==> config.mk <==
export PLATFORM = sky130hd
export DESIGN_NAME = grid_rectangle_first_fit_allocator_core
export DESIGN_NICKNAME = d
export VERILOG_FILES = /design/src/hdl/gffa_pkg.sv /design/src/hdl/gffa_dp.sv /design/src/hdl/gffa_ctrl.sv /design/src/hdl/grid_rectangle_first_fit_allocator_core.sv
export SDC_FILE = /design/constraint.sdc
export NUM_CORES = 1
export LEC_CHECK = 0
export CAP_MARGIN = 20
export CORE_MARGIN = 2
export CORE_UTILIZATION = 51
export DETAILED_ROUTE_END_ITERATION = 8
export DONT_BUFFER_PORTS = 1
export PLACE_DENSITY = 0.69
export SLEW_MARGIN = 20
export SYNTH_ARGS = -nofsm -noshare
export SYNTH_HDL_FRONTEND = slang
export SYNTH_SLANG_ARGS = --single-unit
==> constraint.sdc <==
create_clock -name clock -period 13.7 [get_ports clock]
set_input_delay 1.37 -clock clock [delete_from_list [all_inputs] [get_ports clock]]
set_output_delay 1.37 -clock clock [all_outputs]
set_load 0.1 [all_outputs]
==> src/hdl/gffa_pkg.sv <==
// ---------------------------------------------------------------------------
// gffa_pkg
// Shared types and constants of the grid first-fit rectangle allocator.
// ---------------------------------------------------------------------------
`timescale 1ns / 1ps
`default_nettype none

package gffa_pkg;

   localparam int FUNC_W      = 2;
   localparam int SIZE_W      = 5;
   localparam int PIVOT_W     = 4;
   localparam int CFG_W       = 5;
   localparam int CSR_INDEX_W = 1;

   localparam int DEF_MAX_COLUMNS = 16;
   localparam int DEF_MAX_ROWS    = 16;

   // request tdata: func, item_width, item_height, pivot_x, pivot_y
   localparam int REQ_FIELDS_W = FUNC_W + 2 * SIZE_W + 2 * PIVOT_W;
   localparam int REQ_DATA_W   = ((REQ_FIELDS_W + 7) / 8) * 8;
   // response tdata: ok, place_x, place_y
   localparam int RSP_FIELDS_W = 1 + 2 * PIVOT_W;
   localparam int RSP_DATA_W   = ((RSP_FIELDS_W + 7) / 8) * 8;

   localparam logic [CFG_W-1:0] GRID_WIDTH_RESET  = 5'd10;
   localparam logic [CFG_W-1:0] GRID_HEIGHT_RESET = 5'd8;

   localparam logic [CSR_INDEX_W-1:0] CSR_GRID_WIDTH  = 1'b0;
   localparam logic [CSR_INDEX_W-1:0] CSR_GRID_HEIGHT = 1'b1;

   typedef enum logic [FUNC_W-1:0] {
      FUNC_FIRST_FIT = 2'd0,
      FUNC_ADD_AT    = 2'd1,
      FUNC_REMOVE    = 2'd2,
      FUNC_NOP       = 2'd3
   } func_type;

   typedef enum logic [2:0] {
      OP_NONE,
      OP_SCAN,
      OP_CHECK,
      OP_SET,
      OP_CLEAR
   } op_type;

   typedef struct packed {
      logic   start;
      op_type op;
      logic   src_pivot;
      logic   res_clear;
      logic   res_pivot;
      logic   rsp_load;
   } cmd_type;

   typedef struct packed {
      func_type func;
      logic     bad_size;
      logic     pos_fit;
      logic     busy;
      logic     found;
      logic     acc_zero;
      logic     rsp_busy;
   } status_type;

endpackage

`default_nettype wire

==> src/hdl/gffa_dp.sv <==
// ---------------------------------------------------------------------------
// gffa_dp
// Datapath: occupancy column store, column pass engine (scan, check, mark),
// free-run counters with window search, result and response registers.
// ---------------------------------------------------------------------------
`timescale 1ns / 1ps
`default_nettype none

module gffa_dp #(
   parameter int MAX_COLUMNS = gffa_pkg::DEF_MAX_COLUMNS,
   parameter int MAX_ROWS    = gffa_pkg::DEF_MAX_ROWS
) (
   input  wire logic                             clock,
   input  wire logic                             reset,
   input  wire logic                             req_fire,
   input  wire logic [gffa_pkg::REQ_DATA_W-1:0]  req_data,
   input  wire logic                             csr_we,
   input  wire logic [gffa_pkg::CSR_INDEX_W-1:0] csr_index,
   input  wire logic [gffa_pkg::CFG_W-1:0]       csr_data,
   input  wire gffa_pkg::cmd_type                cmd,
   output gffa_pkg::status_type                  status,
   output logic                                  rsp_valid,
   input  wire logic                             rsp_ready,
   output logic [gffa_pkg::RSP_DATA_W-1:0]       rsp_data
);
   import gffa_pkg::*;

   localparam int ADDR_W   = (MAX_COLUMNS > 1) ? $clog2(MAX_COLUMNS) : 1;
   localparam int COL_W    = $clog2(MAX_COLUMNS + 48);
   localparam int ROW_W    = $clog2(MAX_ROWS + 48);
   localparam int ROWIDX_W = (MAX_ROWS > 1) ? $clog2(MAX_ROWS) : 1;

   // request fields
   func_type             func_ff;
   logic [SIZE_W-1:0]    width_ff;
   logic [SIZE_W-1:0]    height_ff;
   logic [PIVOT_W-1:0]   px_ff;
   logic [PIVOT_W-1:0]   py_ff;

   logic [CFG_W-1:0]     grid_width_ff;
   logic [CFG_W-1:0]     grid_height_ff;

   logic [COL_W-1:0]     cols;
   logic [ROW_W-1:0]     rows;

   // occupancy store
   logic [MAX_ROWS-1:0]  occ_mem [MAX_COLUMNS];
   logic [MAX_COLUMNS-1:0] col_valid_ff;

   // pass engine
   op_type               op_ff;
   logic [COL_W-1:0]     ptr_ff;
   logic [COL_W-1:0]     end_ff;
   logic [ROW_W-1:0]     y0_ff;
   logic                 rvld_ff;
   logic [COL_W-1:0]     rcol_ff;
   logic [MAX_ROWS-1:0]  rdata_ff;
   logic                 runvld_ff;
   logic [COL_W-1:0]     runcol_ff;
   logic [SIZE_W-1:0]    run_ff [MAX_ROWS];
   logic [MAX_ROWS-1:0]  acc_ff;
   logic                 found_ff;

   logic                 active;
   logic                 issue;
   logic                 pass_done;
   logic                 write_en;
   logic [ADDR_W-1:0]    rd_addr;
   logic [ADDR_W-1:0]    wr_addr;
   logic [MAX_ROWS-1:0]  wdata;
   logic [MAX_ROWS-1:0]  mark_mask;
   logic [ROW_W-1:0]     mark_top;

   logic [COL_W-1:0]     src_x;
   logic [ROW_W-1:0]     src_y;
   logic [COL_W-1:0]     span_end;

   logic [MAX_ROWS-1:0]  free_vec;
   logic [MAX_ROWS-1:0]  height_mask;
   logic [MAX_ROWS-1:0]  hit;
   logic [ROWIDX_W-1:0]  hit_row;
   logic                 found_now;

   // result and response
   logic                 res_ok_ff;
   logic [COL_W-1:0]     res_x_ff;
   logic [ROW_W-1:0]     res_y_ff;
   logic                 rsp_valid_ff;
   logic                 rsp_ok_ff;
   logic [PIVOT_W-1:0]   rsp_x_ff;
   logic [PIVOT_W-1:0]   rsp_y_ff;

   // effective grid size
   assign cols = (COL_W'(grid_width_ff) > COL_W'(MAX_COLUMNS)) ?
                 COL_W'(MAX_COLUMNS) : COL_W'(grid_width_ff);
   assign rows = (ROW_W'(grid_height_ff) > ROW_W'(MAX_ROWS)) ?
                 ROW_W'(MAX_ROWS) : ROW_W'(grid_height_ff);

   always_ff @(posedge clock) begin
      if (reset) begin
         grid_width_ff  <= GRID_WIDTH_RESET;
         grid_height_ff <= GRID_HEIGHT_RESET;
      end else if (csr_we) begin
         unique case (csr_index)
            CSR_GRID_WIDTH:  grid_width_ff  <= csr_data;
            CSR_GRID_HEIGHT: grid_height_ff <= csr_data;
            default:         grid_width_ff  <= grid_width_ff;
         endcase
      end
   end

   always_ff @(posedge clock) begin
      if (req_fire) begin
         func_ff   <= func_type'(req_data[1:0]);
         width_ff  <= req_data[6:2];
         height_ff <= req_data[11:7];
         px_ff     <= req_data[15:12];
         py_ff     <= req_data[19:16];
      end
   end

   // pass control
   assign active    = (op_ff != OP_NONE);
   assign issue     = active && (ptr_ff < end_ff) && !found_now;
   assign pass_done = (ptr_ff >= end_ff) && !rvld_ff && !runvld_ff;
   assign write_en  = rvld_ff && ((op_ff == OP_SET) || (op_ff == OP_CLEAR));
   assign rd_addr   = ptr_ff[ADDR_W-1:0];
   assign wr_addr   = rcol_ff[ADDR_W-1:0];
   assign wdata     = (op_ff == OP_SET) ? (rdata_ff | mark_mask) : (rdata_ff & ~mark_mask);

   assign src_x    = cmd.src_pivot ? COL_W'(px_ff) : res_x_ff;
   assign src_y    = cmd.src_pivot ? ROW_W'(py_ff) : res_y_ff;
   assign span_end = src_x + COL_W'(width_ff);
   assign mark_top = y0_ff + ROW_W'(height_ff);

   always_comb begin
      for (int y = 0; y < MAX_ROWS; y++) begin
         mark_mask[y] = (ROW_W'(y) >= y0_ff) && (ROW_W'(y) < mark_top) &&
                        (ROW_W'(y) < rows);
      end
   end

   // window search over the free-run counters
   always_comb begin
      for (int k = 0; k < MAX_ROWS; k++) begin
         height_mask[k] = (ROW_W'(k) < ROW_W'(height_ff));
      end
      for (int y = 0; y < MAX_ROWS; y++) begin
         free_vec[y] = (run_ff[y] >= width_ff) && (ROW_W'(y) < rows);
      end
      for (int y = 0; y < MAX_ROWS; y++) begin
         hit[y] = (ROW_W'(height_ff) <= ROW_W'(MAX_ROWS - y)) &&
                  (&((free_vec >> y) | ~height_mask));
      end
      hit_row = '0;
      for (int y = MAX_ROWS - 1; y >= 0; y--) begin
         if (hit[y]) begin
            hit_row = ROWIDX_W'(y);
         end
      end
   end

   assign found_now = runvld_ff && (op_ff == OP_SCAN) && (|hit);

   // column store
   always_ff @(posedge clock) begin
      if (issue) begin
         rdata_ff <= col_valid_ff[rd_addr] ? occ_mem[rd_addr] : '0;
      end
      if (write_en) begin
         occ_mem[wr_addr] <= wdata;
      end
   end

   always_ff @(posedge clock) begin
      if (reset) begin
         col_valid_ff <= '0;
      end else if (write_en) begin
         col_valid_ff[wr_addr] <= 1'b1;
      end
   end

   always_ff @(posedge clock) begin
      if (reset) begin
         op_ff     <= OP_NONE;
         rvld_ff   <= 1'b0;
         runvld_ff <= 1'b0;
         found_ff  <= 1'b0;
      end else if (cmd.start) begin
         op_ff     <= cmd.op;
         rvld_ff   <= 1'b0;
         runvld_ff <= 1'b0;
         found_ff  <= 1'b0;
      end else begin
         rvld_ff   <= issue;
         runvld_ff <= rvld_ff && (op_ff == OP_SCAN);
         if (found_now) begin
            op_ff    <= OP_NONE;
            found_ff <= 1'b1;
         end else if (active && pass_done) begin
            op_ff <= OP_NONE;
         end
      end
   end

   always_ff @(posedge clock) begin
      if (cmd.start) begin
         ptr_ff <= (cmd.op == OP_SCAN) ? '0 : src_x;
         end_ff <= ((cmd.op == OP_SCAN) || (span_end > cols)) ? cols : span_end;
         y0_ff  <= src_y;
         acc_ff <= '0;
         for (int y = 0; y < MAX_ROWS; y++) begin
            run_ff[y] <= '0;
         end
      end else begin
         if (issue) begin
            ptr_ff  <= ptr_ff + COL_W'(1);
            rcol_ff <= ptr_ff;
         end
         if (rvld_ff && (op_ff == OP_CHECK)) begin
            acc_ff <= acc_ff | (rdata_ff & mark_mask);
         end
         if (rvld_ff && (op_ff == OP_SCAN)) begin
            runcol_ff <= rcol_ff;
            for (int y = 0; y < MAX_ROWS; y++) begin
               if (rdata_ff[y]) begin
                  run_ff[y] <= '0;
               end else if (run_ff[y] != '1) begin
                  run_ff[y] <= run_ff[y] + SIZE_W'(1);
               end
            end
         end
      end
   end

   // result
   always_ff @(posedge clock) begin
      if (found_now) begin
         res_ok_ff <= 1'b1;
         res_x_ff  <= runcol_ff - COL_W'(width_ff) + COL_W'(1);
         res_y_ff  <= ROW_W'(hit_row);
      end else if (cmd.res_pivot) begin
         res_ok_ff <= 1'b1;
         res_x_ff  <= COL_W'(px_ff);
         res_y_ff  <= ROW_W'(py_ff);
      end else if (cmd.res_clear) begin
         res_ok_ff <= 1'b0;
         res_x_ff  <= '0;
         res_y_ff  <= '0;
      end
   end

   always_ff @(posedge clock) begin
      if (reset) begin
         rsp_valid_ff <= 1'b0;
      end else if (cmd.rsp_load) begin
         rsp_valid_ff <= 1'b1;
      end else if (rsp_ready) begin
         rsp_valid_ff <= 1'b0;
      end
   end

   always_ff @(posedge clock) begin
      if (cmd.rsp_load) begin
         rsp_ok_ff <= res_ok_ff;
         rsp_x_ff  <= res_x_ff[PIVOT_W-1:0];
         rsp_y_ff  <= res_y_ff[PIVOT_W-1:0];
      end
   end

   assign rsp_valid = rsp_valid_ff;
   assign rsp_data  = {{(RSP_DATA_W - RSP_FIELDS_W){1'b0}}, rsp_y_ff, rsp_x_ff, rsp_ok_ff};

   assign status.func     = func_ff;
   assign status.bad_size = (width_ff == '0) || (height_ff == '0);
   assign status.pos_fit  = ((COL_W'(px_ff) + COL_W'(width_ff)) <= cols) &&
                            ((ROW_W'(py_ff) + ROW_W'(height_ff)) <= rows);
   assign status.busy     = active;
   assign status.found    = found_ff;
   assign status.acc_zero = (acc_ff == '0);
   assign status.rsp_busy = rsp_valid_ff;

endmodule

`default_nettype wire

==> src/hdl/gffa_ctrl.sv <==
// ---------------------------------------------------------------------------
// gffa_ctrl
// Controller: decodes each request and sequences the datapath passes
// (scan, check, mark) and the hand-over of the response.
// ---------------------------------------------------------------------------
`timescale 1ns / 1ps
`default_nettype none

module gffa_ctrl (
   input  wire logic                 clock,
   input  wire logic                 reset,
   input  wire logic                 req_valid,
   output logic                      req_ready,
   input  wire logic                 rsp_ready,
   input  wire gffa_pkg::status_type status,
   output gffa_pkg::cmd_type         cmd
);
   import gffa_pkg::*;

   typedef enum logic [2:0] {
      ST_IDLE,
      ST_DECODE,
      ST_SCAN,
      ST_CHECK,
      ST_MARK,
      ST_DONE
   } state_type;

   state_type state_ff;
   logic      ready_ff;
   cmd_type   cmd_ff;
   logic      fire;
   logic      settled;

   assign fire    = req_valid && ready_ff;
   // datapath pass finished and no start pending
   assign settled = !cmd_ff.start && !status.busy;

   always_ff @(posedge clock) begin
      if (reset) begin
         state_ff <= ST_IDLE;
         ready_ff <= 1'b0;
         cmd_ff   <= '0;
      end else begin
         cmd_ff <= '0;
         unique case (state_ff)
            ST_IDLE: begin
               if (fire) begin
                  state_ff <= ST_DECODE;
                  ready_ff <= 1'b0;
               end else begin
                  ready_ff <= 1'b1;
               end
            end
            ST_DECODE: begin
               cmd_ff.res_clear <= 1'b1;
               priority if ((status.func == FUNC_FIRST_FIT) && !status.bad_size) begin
                  state_ff     <= ST_SCAN;
                  cmd_ff.start <= 1'b1;
                  cmd_ff.op    <= OP_SCAN;
               end else if ((status.func == FUNC_ADD_AT) && !status.bad_size &&
                            status.pos_fit) begin
                  state_ff         <= ST_CHECK;
                  cmd_ff.start     <= 1'b1;
                  cmd_ff.op        <= OP_CHECK;
                  cmd_ff.src_pivot <= 1'b1;
               end else if (status.func == FUNC_REMOVE) begin
                  state_ff         <= ST_MARK;
                  cmd_ff.start     <= 1'b1;
                  cmd_ff.op        <= OP_CLEAR;
                  cmd_ff.src_pivot <= 1'b1;
                  cmd_ff.res_pivot <= 1'b1;
               end else begin
                  state_ff <= ST_DONE;
               end
            end
            ST_SCAN: begin
               if (settled) begin
                  if (status.found) begin
                     state_ff     <= ST_MARK;
                     cmd_ff.start <= 1'b1;
                     cmd_ff.op    <= OP_SET;
                  end else begin
                     state_ff <= ST_DONE;
                  end
               end
            end
            ST_CHECK: begin
               if (settled) begin
                  if (status.acc_zero) begin
                     state_ff         <= ST_MARK;
                     cmd_ff.start     <= 1'b1;
                     cmd_ff.op        <= OP_SET;
                     cmd_ff.src_pivot <= 1'b1;
                     cmd_ff.res_pivot <= 1'b1;
                  end else begin
                     state_ff <= ST_DONE;
                  end
               end
            end
            ST_MARK: begin
               if (settled) begin
                  state_ff <= ST_DONE;
               end
            end
            ST_DONE: begin
               if (!status.rsp_busy || rsp_ready) begin
                  state_ff        <= ST_IDLE;
                  ready_ff        <= 1'b1;
                  cmd_ff.rsp_load <= 1'b1;
               end
            end
            default: begin
               state_ff <= ST_IDLE;
            end
         endcase
      end
   end

   assign req_ready = ready_ff;
   assign cmd       = cmd_ff;

   a_rsp_no_overwrite: assert property (@(posedge clock) disable iff (reset)
      cmd_ff.rsp_load |-> !status.rsp_busy)
      else $error("response loaded over a waiting response");

   a_start_when_idle: assert property (@(posedge clock) disable iff (reset)
      cmd_ff.start |-> !status.busy)
      else $error("pass started while datapath busy");

   a_ready_only_idle: assert property (@(posedge clock) disable iff (reset)
      ready_ff |-> (state_ff == ST_IDLE))
      else $error("request ready outside idle");

   a_accept_decodes: assert property (@(posedge clock) disable iff (reset)
      fire |=> (state_ff == ST_DECODE) && !ready_ff)
      else $error("accepted request not decoded");

endmodule

`default_nettype wire

==> src/hdl/grid_rectangle_first_fit_allocator_core.sv <==
// ---------------------------------------------------------------------------
// grid_rectangle_first_fit_allocator_core
// Rectangle allocator over an occupancy grid with first-fit placement.
//
// req_*: one request per handshake (first-fit add, add at pivot, remove at
//   pivot, no-op). One request is in work at a time; req_tready is high
//   only while the block is free for a new request.
// rsp_*: exactly one response per request (ok, place_x, place_y), held in
//   an output register until taken. A stalled receiver does not stop the
//   next request being accepted; that request then waits at its end until
//   the held response is taken.
// csr_*: grid_width (index 0) and grid_height (index 1), always ready; the
//   user must write them only while no request is in work; not enforced.
// The response is loaded as the block turns ready for the next request.
//   First-fit add scans the columns and then marks the cells found; a
//   positioned add checks its cells and marks them when free; remove
//   clears its cells; bad size, out of bounds or no-op go straight to
//   the response. While a pass runs, one column is read per cycle.
// Reset frees all cells at once (per-column valid flags) and loads the
//   grid size 10 x 8; req_tready is registered and rises once reset is low.
// ---------------------------------------------------------------------------
`timescale 1ns / 1ps
`default_nettype none

module grid_rectangle_first_fit_allocator_core #(
   parameter int MAX_COLUMNS = gffa_pkg::DEF_MAX_COLUMNS,
   parameter int MAX_ROWS    = gffa_pkg::DEF_MAX_ROWS
) (
   input  wire logic                             clock,
   input  wire logic                             reset,
   // func, item_width, item_height, pivot_x, pivot_y
   input  wire logic [gffa_pkg::REQ_DATA_W-1:0]  req_tdata,
   input  wire logic                             req_tvalid,
   output logic                                  req_tready,
   // ok, place_x, place_y
   output logic [gffa_pkg::RSP_DATA_W-1:0]       rsp_tdata,
   output logic                                  rsp_tvalid,
   input  wire logic                             rsp_tready,
   input  wire logic                             csr_valid,
   output logic                                  csr_ready,
   input  wire logic [gffa_pkg::CSR_INDEX_W-1:0] csr_index,
   input  wire logic [gffa_pkg::CFG_W-1:0]       csr_data
);
   import gffa_pkg::*;

   cmd_type    cmd;
   status_type status;
   logic       ready;
   logic       req_fire;

   assign req_tready = ready;
   assign req_fire   = req_tvalid && ready;
   assign csr_ready  = 1'b1;

   gffa_ctrl u_ctrl (
      .clock     (clock),
      .reset     (reset),
      .req_valid (req_tvalid),
      .req_ready (ready),
      .rsp_ready (rsp_tready),
      .status    (status),
      .cmd       (cmd)
   );

   gffa_dp #(
      .MAX_COLUMNS (MAX_COLUMNS),
      .MAX_ROWS    (MAX_ROWS)
   ) u_dp (
      .clock     (clock),
      .reset     (reset),
      .req_fire  (req_fire),
      .req_data  (req_tdata),
      .csr_we    (csr_valid),
      .csr_index (csr_index),
      .csr_data  (csr_data),
      .cmd       (cmd),
      .status    (status),
      .rsp_valid (rsp_tvalid),
      .rsp_ready (rsp_tready),
      .rsp_data  (rsp_tdata)
   );

endmodule

`default_nettype wire
# == Word level (Yosys, flattened, before mapping) ==
# Memory sizes are Yosys's and may differ from the RTL's. A register that Yosys moved wholly into a read port is not among the register bits.
# Index checks and enable logic that the tools add are counted.
# word_totals
regBits,129
ramBits,336
input_bits,35
memories,2
word_cells,637
output_inout_bits,19
# mem_list
memory,words,word_bits,read_ports,rd_clocked_by_memory_dff,wr,line,rtl
u_dp.occ_mem,16,16,1,1,1,gffa_dp.sv:47,logic [MAX_ROWS-1:0] occ_mem [MAX_COLUMNS];
u_dp.run_ff,16,5,16,0,16,gffa_dp.sv:60,logic [SIZE_W-1:0] run_ff [MAX_ROWS];
# classes
eq_ne,33
n_mux,252
n_bitwise,58
magnitude_cmp,106
n_reduce_logical,130
add_sub_neg,23
# ops
cell,n
16-bit AND reduction,16
5-bit two-way mux,38
1-bit two-way mux,165
4-bit by 6-bit less-than comparator with 1-bit output (first input constant),16
4-bit two-way mux,23
1-bit logical AND,81
5-bit by 1-bit adder with 5-bit output (second input constant),16
5-bit greater-or-equal comparator,16
5-bit inequality test (second input constant),16
16-bit OR,4
3-bit by 6-bit less-than comparator with 1-bit output (first input constant),8
6-bit two-way mux,8
5-bit by 4-bit less-or-equal comparator with 1-bit output (second input constant),8
4-bit by 5-bit less-than comparator with 1-bit output (first input constant),8
16-bit AND,2
4-bit greater-or-equal comparator (first input constant),8
16-bit NOT,2
1-bit OR,32
3-bit two-way mux,10
1-bit by 6-bit less-than comparator with 1-bit output (first input constant),4
2-bit by 6-bit less-than comparator with 1-bit output (first input constant),4
5-bit by 3-bit less-or-equal comparator with 1-bit output (second input constant),4
3-bit by 5-bit less-than comparator with 1-bit output (first input constant),4
4-bit by 5-bit adder with 6-bit output,3
59 further kinds,106

# == Depth between registers and ports, before layout ==
# logic_depth
word_depth,24
ltp_mapped,15
depth_no_buf,13

# == Cells and area by module ==
# Synthesis repeated with hierarchy kept, for this count alone.
# hier_totals
cells_unflattened,1862
area_unflattened_um2,24420.9
# by_module_without_submodules
mod,area_each_um2,cells_each,n_inst
gffa_dp,23801.6,1784,1
gffa_ctrl,601.8,75,1
grid_rectangle_first_fit_allocator_core,17.5,3,1

# == Worst setup path before layout ==
# Ideal clock, no wire load.
# synth_timing
path_kind,flip-flop to flip-flop
startpoint,register u_dp.width_ff[4]
endpoint,"register u_dp.rdata_ff[0] (read register of u_dp.occ_mem), enable pin"
synth_period_minus_slack_ps,4448
setup_ps,388
required_ps,13312
arrival_time_ps,4059
path_stages_with_launch,15
slack_ps,9252
cell_sequence,edfxtp_1 > inv_1 > ha_1 > a21o_1 > and2_1 > a21oi_1 > clkbuf_1 > o311ai_0 > nand4b_1 > nand2_1 > or4_1 > o21a_1 > buf_6 > buf_6 > nor2_1
# synth_via
elab_chain_cells,9
# synth_rtl
element,line,rtl
from (decl),gffa_dp.sv:35,logic [SIZE_W-1:0] width_ff;
from (signal assigned),gffa_dp.sv:115,width_ff <= req_data[6:2];
5-bit greater-or-equal comparator,gffa_dp.sv:149,free_vec[y] = (run_ff[y] >= width_ff) && (ROW_W'(y) < rows);
1-bit logical AND,gffa_dp.sv:149,
"16-bit OR, or another cell as far along",gffa_dp.sv:153,(&((free_vec >> y) | ~height_mask));
16-bit AND reduction,gffa_dp.sv:153,
1-bit logical AND,gffa_dp.sv:152,hit[y] = (ROW_W'(height_ff) <= ROW_W'(MAX_ROWS - y)) &&
16-bit OR reduction *,gffa_dp.sv:163,assign found_now = runvld_ff && (op_ff == OP_SCAN) && (|hit);
1-bit logical AND *,gffa_dp.sv:163,
1-bit logical NOT *,gffa_dp.sv:124,assign issue = active && (ptr_ff < end_ff) && !found_now;
1-bit logical AND *,gffa_dp.sv:124,
named net u_dp.issue,gffa_dp.sv:65,logic issue;
to (decl),gffa_dp.sv:57,logic [MAX_ROWS-1:0] rdata_ff;
# Mark *: on every way through the listed nets, which the timed path passes. The rest lies on a longest branch.
# A chain may end at the register's enable or synchronous reset.

# == Worst setup path in the final report ==
# layout_timing
startpoint,register u_dp.width_ff[1]
endpoint,"register u_dp.res_x_ff[2], enable pin"
# layout_via
elab_chain_cells,8
# layout_rtl
element,line,rtl
5-bit greater-or-equal comparator,gffa_dp.sv:149,
1-bit logical AND,gffa_dp.sv:149,
"16-bit OR, or another cell as far along",gffa_dp.sv:153,
16-bit AND reduction,gffa_dp.sv:153,
1-bit logical AND,gffa_dp.sv:152,
16-bit OR reduction *,gffa_dp.sv:163,
1-bit logical AND *,gffa_dp.sv:163,
3-bit nonzero test (no line) *,n/a,
to (signal assigned),gffa_dp.sv:240,res_x_ff <= runcol_ff - COL_W'(width_ff) + COL_W'(1);
to (signal assigned),gffa_dp.sv:244,res_x_ff <= COL_W'(px_ff);
to (decl),gffa_dp.sv:86,logic [COL_W-1:0] res_x_ff;
# Every way passes the cells marked *; elsewhere a longest branch is shown, timed or not.

==> summary.txt <==
status -> completed
CP Buf/Inv Count -> 2
root buf cell -> clkbuf_16
Die H -> 223 um
RSZ-0062 raised after global routing -> no
Top delay family on crit path -> compound AO/OA/AOI/OAI gates
Synth cell types -> 81
overall routing resource usage -> 0.244
Critical Path Fanout Max -> 17
Fin Clk Skew -> 0.0369 ns
latest clock arrival within the worst-skew pair -> 0.61 ns
final WL -> 59,600 um
final RePlAce weighted congestion -> 0.946
clk sinks -> 481
HP Class -> reg -> reg
setup ws final -> 8.37 ns
Syn. warnings -> 0
mapped cell area -> 0.0244 sq mm
# DRC -> 0
Max-Cap Viols -> 0
total gr overflow -> 0
CTS Buf Count -> 48
leakage -> 0.00984 uW
worst ir drop on vdd -> 0.144 mV
critical path class -> reg -> reg
Area Overhead vs Synth -> 10.2%
core area -> 0.0475 sq mm
DR vias/cell -> 6.18
Slew headroom -> 0.248
Pre-antenna DRT Iters -> 6
Slowest cell on crit path -> o41ai_1
post-synthesis sequential area ratio -> 0.566
final setup TNS -> 0 ns
Placed Instance Area -> 0.0252 sq mm
fin util -> 0.566
Hold WS -> 0.432 ns
CP endpoint kind -> flop
antenna violations before repair -> 0
DP HPWL -> 39,500 um
most frequent cells in the layout -> edfxtp_1, ha_1, nor2_1
Mean Syn Cell Area -> 13.1 sq um
Inserted Diodes -> 0
EDFF count, synth -> 419
largest net degree at the start of global routing -> 74
WL per Instance -> 23.5 um
ys flop type -> edfxtp_1
# setup viols final -> 0
Post-CTS Setup Inserts -> 0
post-route minimum period -> 5.33 ns
flops & latches, synth -> 481
nets@finish -> 2,082
CTS Hold Bufs -> 0
Critical Path AT -> 5.55 ns
H-tree depth -> 2
Mapped Cells -> 1,871
Clock Path Buffers -> 3
Async SR Flop Fraction -> 0
PwrDens -> 128 mW/mm^2
Setup WS pre-CTS -> 8.44 ns
cell area after layout -> 0.0269 sq mm
Detailed Route Iter0 Violations -> 1,278
clock-pin transition on the worst setup and hold timing paths -> 0.06 ns
vias -> 15.7k
Die X -> 223 um
pins over their slew limit -> 0
Initial Utilization -> 0.514
CTS tree -> done
crit-path cells -> inv_1, ha_1, nand2_1, o21ai_0, a21oi_1, or2_2, a222oi_1, o211ai_1, o41ai_1, or4_1, o21a_1, buf_4, or3_1
via count of the first global-routing pass -> 15.9k
Ports -> 54
leading cell type in the layout, fill and taps excluded -> edfxtp_1
Core Rows -> 80
Req. time, crit path -> 13.92 ns
share of layout cells above drive strength 1 -> 0.145
CP Launch Type -> flop
CTS resizes -> 0
post-route ant nets -> 0
final-report hold violation count -> 0
Fmax achieved -> 188 MHz
die footprint -> 0.0497 sq mm
first-pass GRT wire length -> 93,100 um
number of port buffers -> 0
Crit path largest cell delay -> 0.77 ns
Period Utilization, post-route -> 0.389
worst-margin pin slew -> 1.12 ns
[report_power, final]
group | internal [uW] | switching [uW] | total (uW)
logic | 135 | 215 | 351
clock network | 860 | 584 | 1440
registers | 1610 | 37.6 | 1650
total | 2610 | 837 | 3450
[metal layers]
metal  global-route usage  up-vias  part of all wire
met5                    0        -                 0
met4               0.0619        0             0.019
met3               0.0307       88             0.048
met2                0.423      460              0.50
met1                0.328     7954              0.43
li1                     -     7172                 -
[worst register-to-register path, cell delays in order (launching register included)]
cell and delay (ns):
edfxtp_1 0.54, inv_1 0.52, ha_1 0.50, nand2_1 0.05, o21ai_0 0.33, a21oi_1 0.21
or2_2 0.35, a222oi_1 0.35, o211ai_1 0.18, o41ai_1 0.77, or4_1 0.26, o21a_1 0.14
buf_4 0.25, or3_1 0.51
[final cells by class]
class / instances / area (sq um)
multi-input combinational: 1254 / 10100
fill: 3749 / 20600
timing repair buffer: 39 / 297
clock inverter: 35 / 526
tap: 615 / 769
sequential: 481 / 13800
clock buffer: 53 / 1220
inverter: 58 / 218
[state kept, by name, summed over array words and instances (netlist names), 6 cells and up]
signal,cells
u_dp.col_valid_ff,16
u_dp.rcol_ff,6
u_dp.res_x_ff,6
u_dp.run_ff,80
u_dp.rdata_ff,16
u_dp.runcol_ff,6
u_dp.acc_ff,16
u_ctrl.cmd,8
u_dp.ptr_ff,6
u_dp.end_ff,6
u_dp.occ_mem,256
[kinds of logic (layout without fill, tap and decap cells)]
group,after synthesis,in the layout,share of synthesized area
buffers and inverters,143,185,0.0253
adder cells (fa/ha/maj),165,165,0.0860
AO/OA/AOI/OAI,339,339,0.0933
flip-flops,481,481,0.566
other,2,9,0.000307
XOR/XNOR,53,53,0.0190
AND/OR/NAND/NOR,570,570,0.118
multiplexers,118,118,0.0926
[cells in the mapped netlist (6+ instances only)]
cell type | instances | area, sq um
edfxtp_1 | 419 | 12600
nor2_1 | 166 | 623
ha_1 | 160 | 2000
nand2_1 | 98 | 368
mux4_2 | 84 | 1890
a21oi_1 | 77 | 385
dfxtp_1 | 62 | 1240
o21ai_0 | 59 | 295
inv_1 | 58 | 218
clkbuf_1 | 49 | 184
and2_1 | 40 | 250
and3_1 | 40 | 250
nand2b_1 | 40 | 250
nor2b_1 | 40 | 250
a21o_1 | 39 | 293
nand3_1 | 35 | 175
nor3_1 | 32 | 160
a31oi_1 | 31 | 194
xnor2_1 | 28 | 245
mux2_2 | 25 | 282
xor2_1 | 25 | 219
or3_1 | 23 | 144
buf_4 | 13 | 97.6
a22oi_1 | 12 | 90.1
buf_1 | 12 | 45.0
o22ai_1 | 12 | 75.1
or2_2 | 11 | 68.8
a211oi_1 | 10 | 75.1
o21a_1 | 10 | 75.1
mux2i_1 | 9 | 90.1
nand4_1 | 9 | 56.3
buf_2 | 8 | 40.0
nor4_1 | 8 | 50.1
a2111oi_0 | 7 | 61.3
a221oi_1 | 7 | 61.3
o211ai_1 | 7 | 52.6
a211o_1 | 6 | 52.6
[per-stage QoR]
| stage | power [uW] | cells |
|---|---|---|
| after floorplan | 1930 | 1878 |
| final | 3450 | 2535 |
| after global placement | 2020 | 2447 |
| after detailed placement | 2030 | 2447 |
| after CTS | 3470 | 2535 |
| after global routing | 3570 | 2535 |
[path summary, 6_finish.rpt]
path | start | end | slack, ns | cells after the start
setup reg to reg | u_dp.width_ff[1] | u_dp.res_x_ff[2] | 8.37 | 13
hold / removal | u_dp.rcol_ff[5] | u_dp.runcol_ff[5] | 0.43 | 0
hold reg to reg | u_dp.rcol_ff[5] | u_dp.runcol_ff[5] | 0.43 | 0
setup / recovery | u_dp.width_ff[1] | u_dp.res_x_ff[2] | 8.37 | 13
Power figures use the tool's default switching activity.
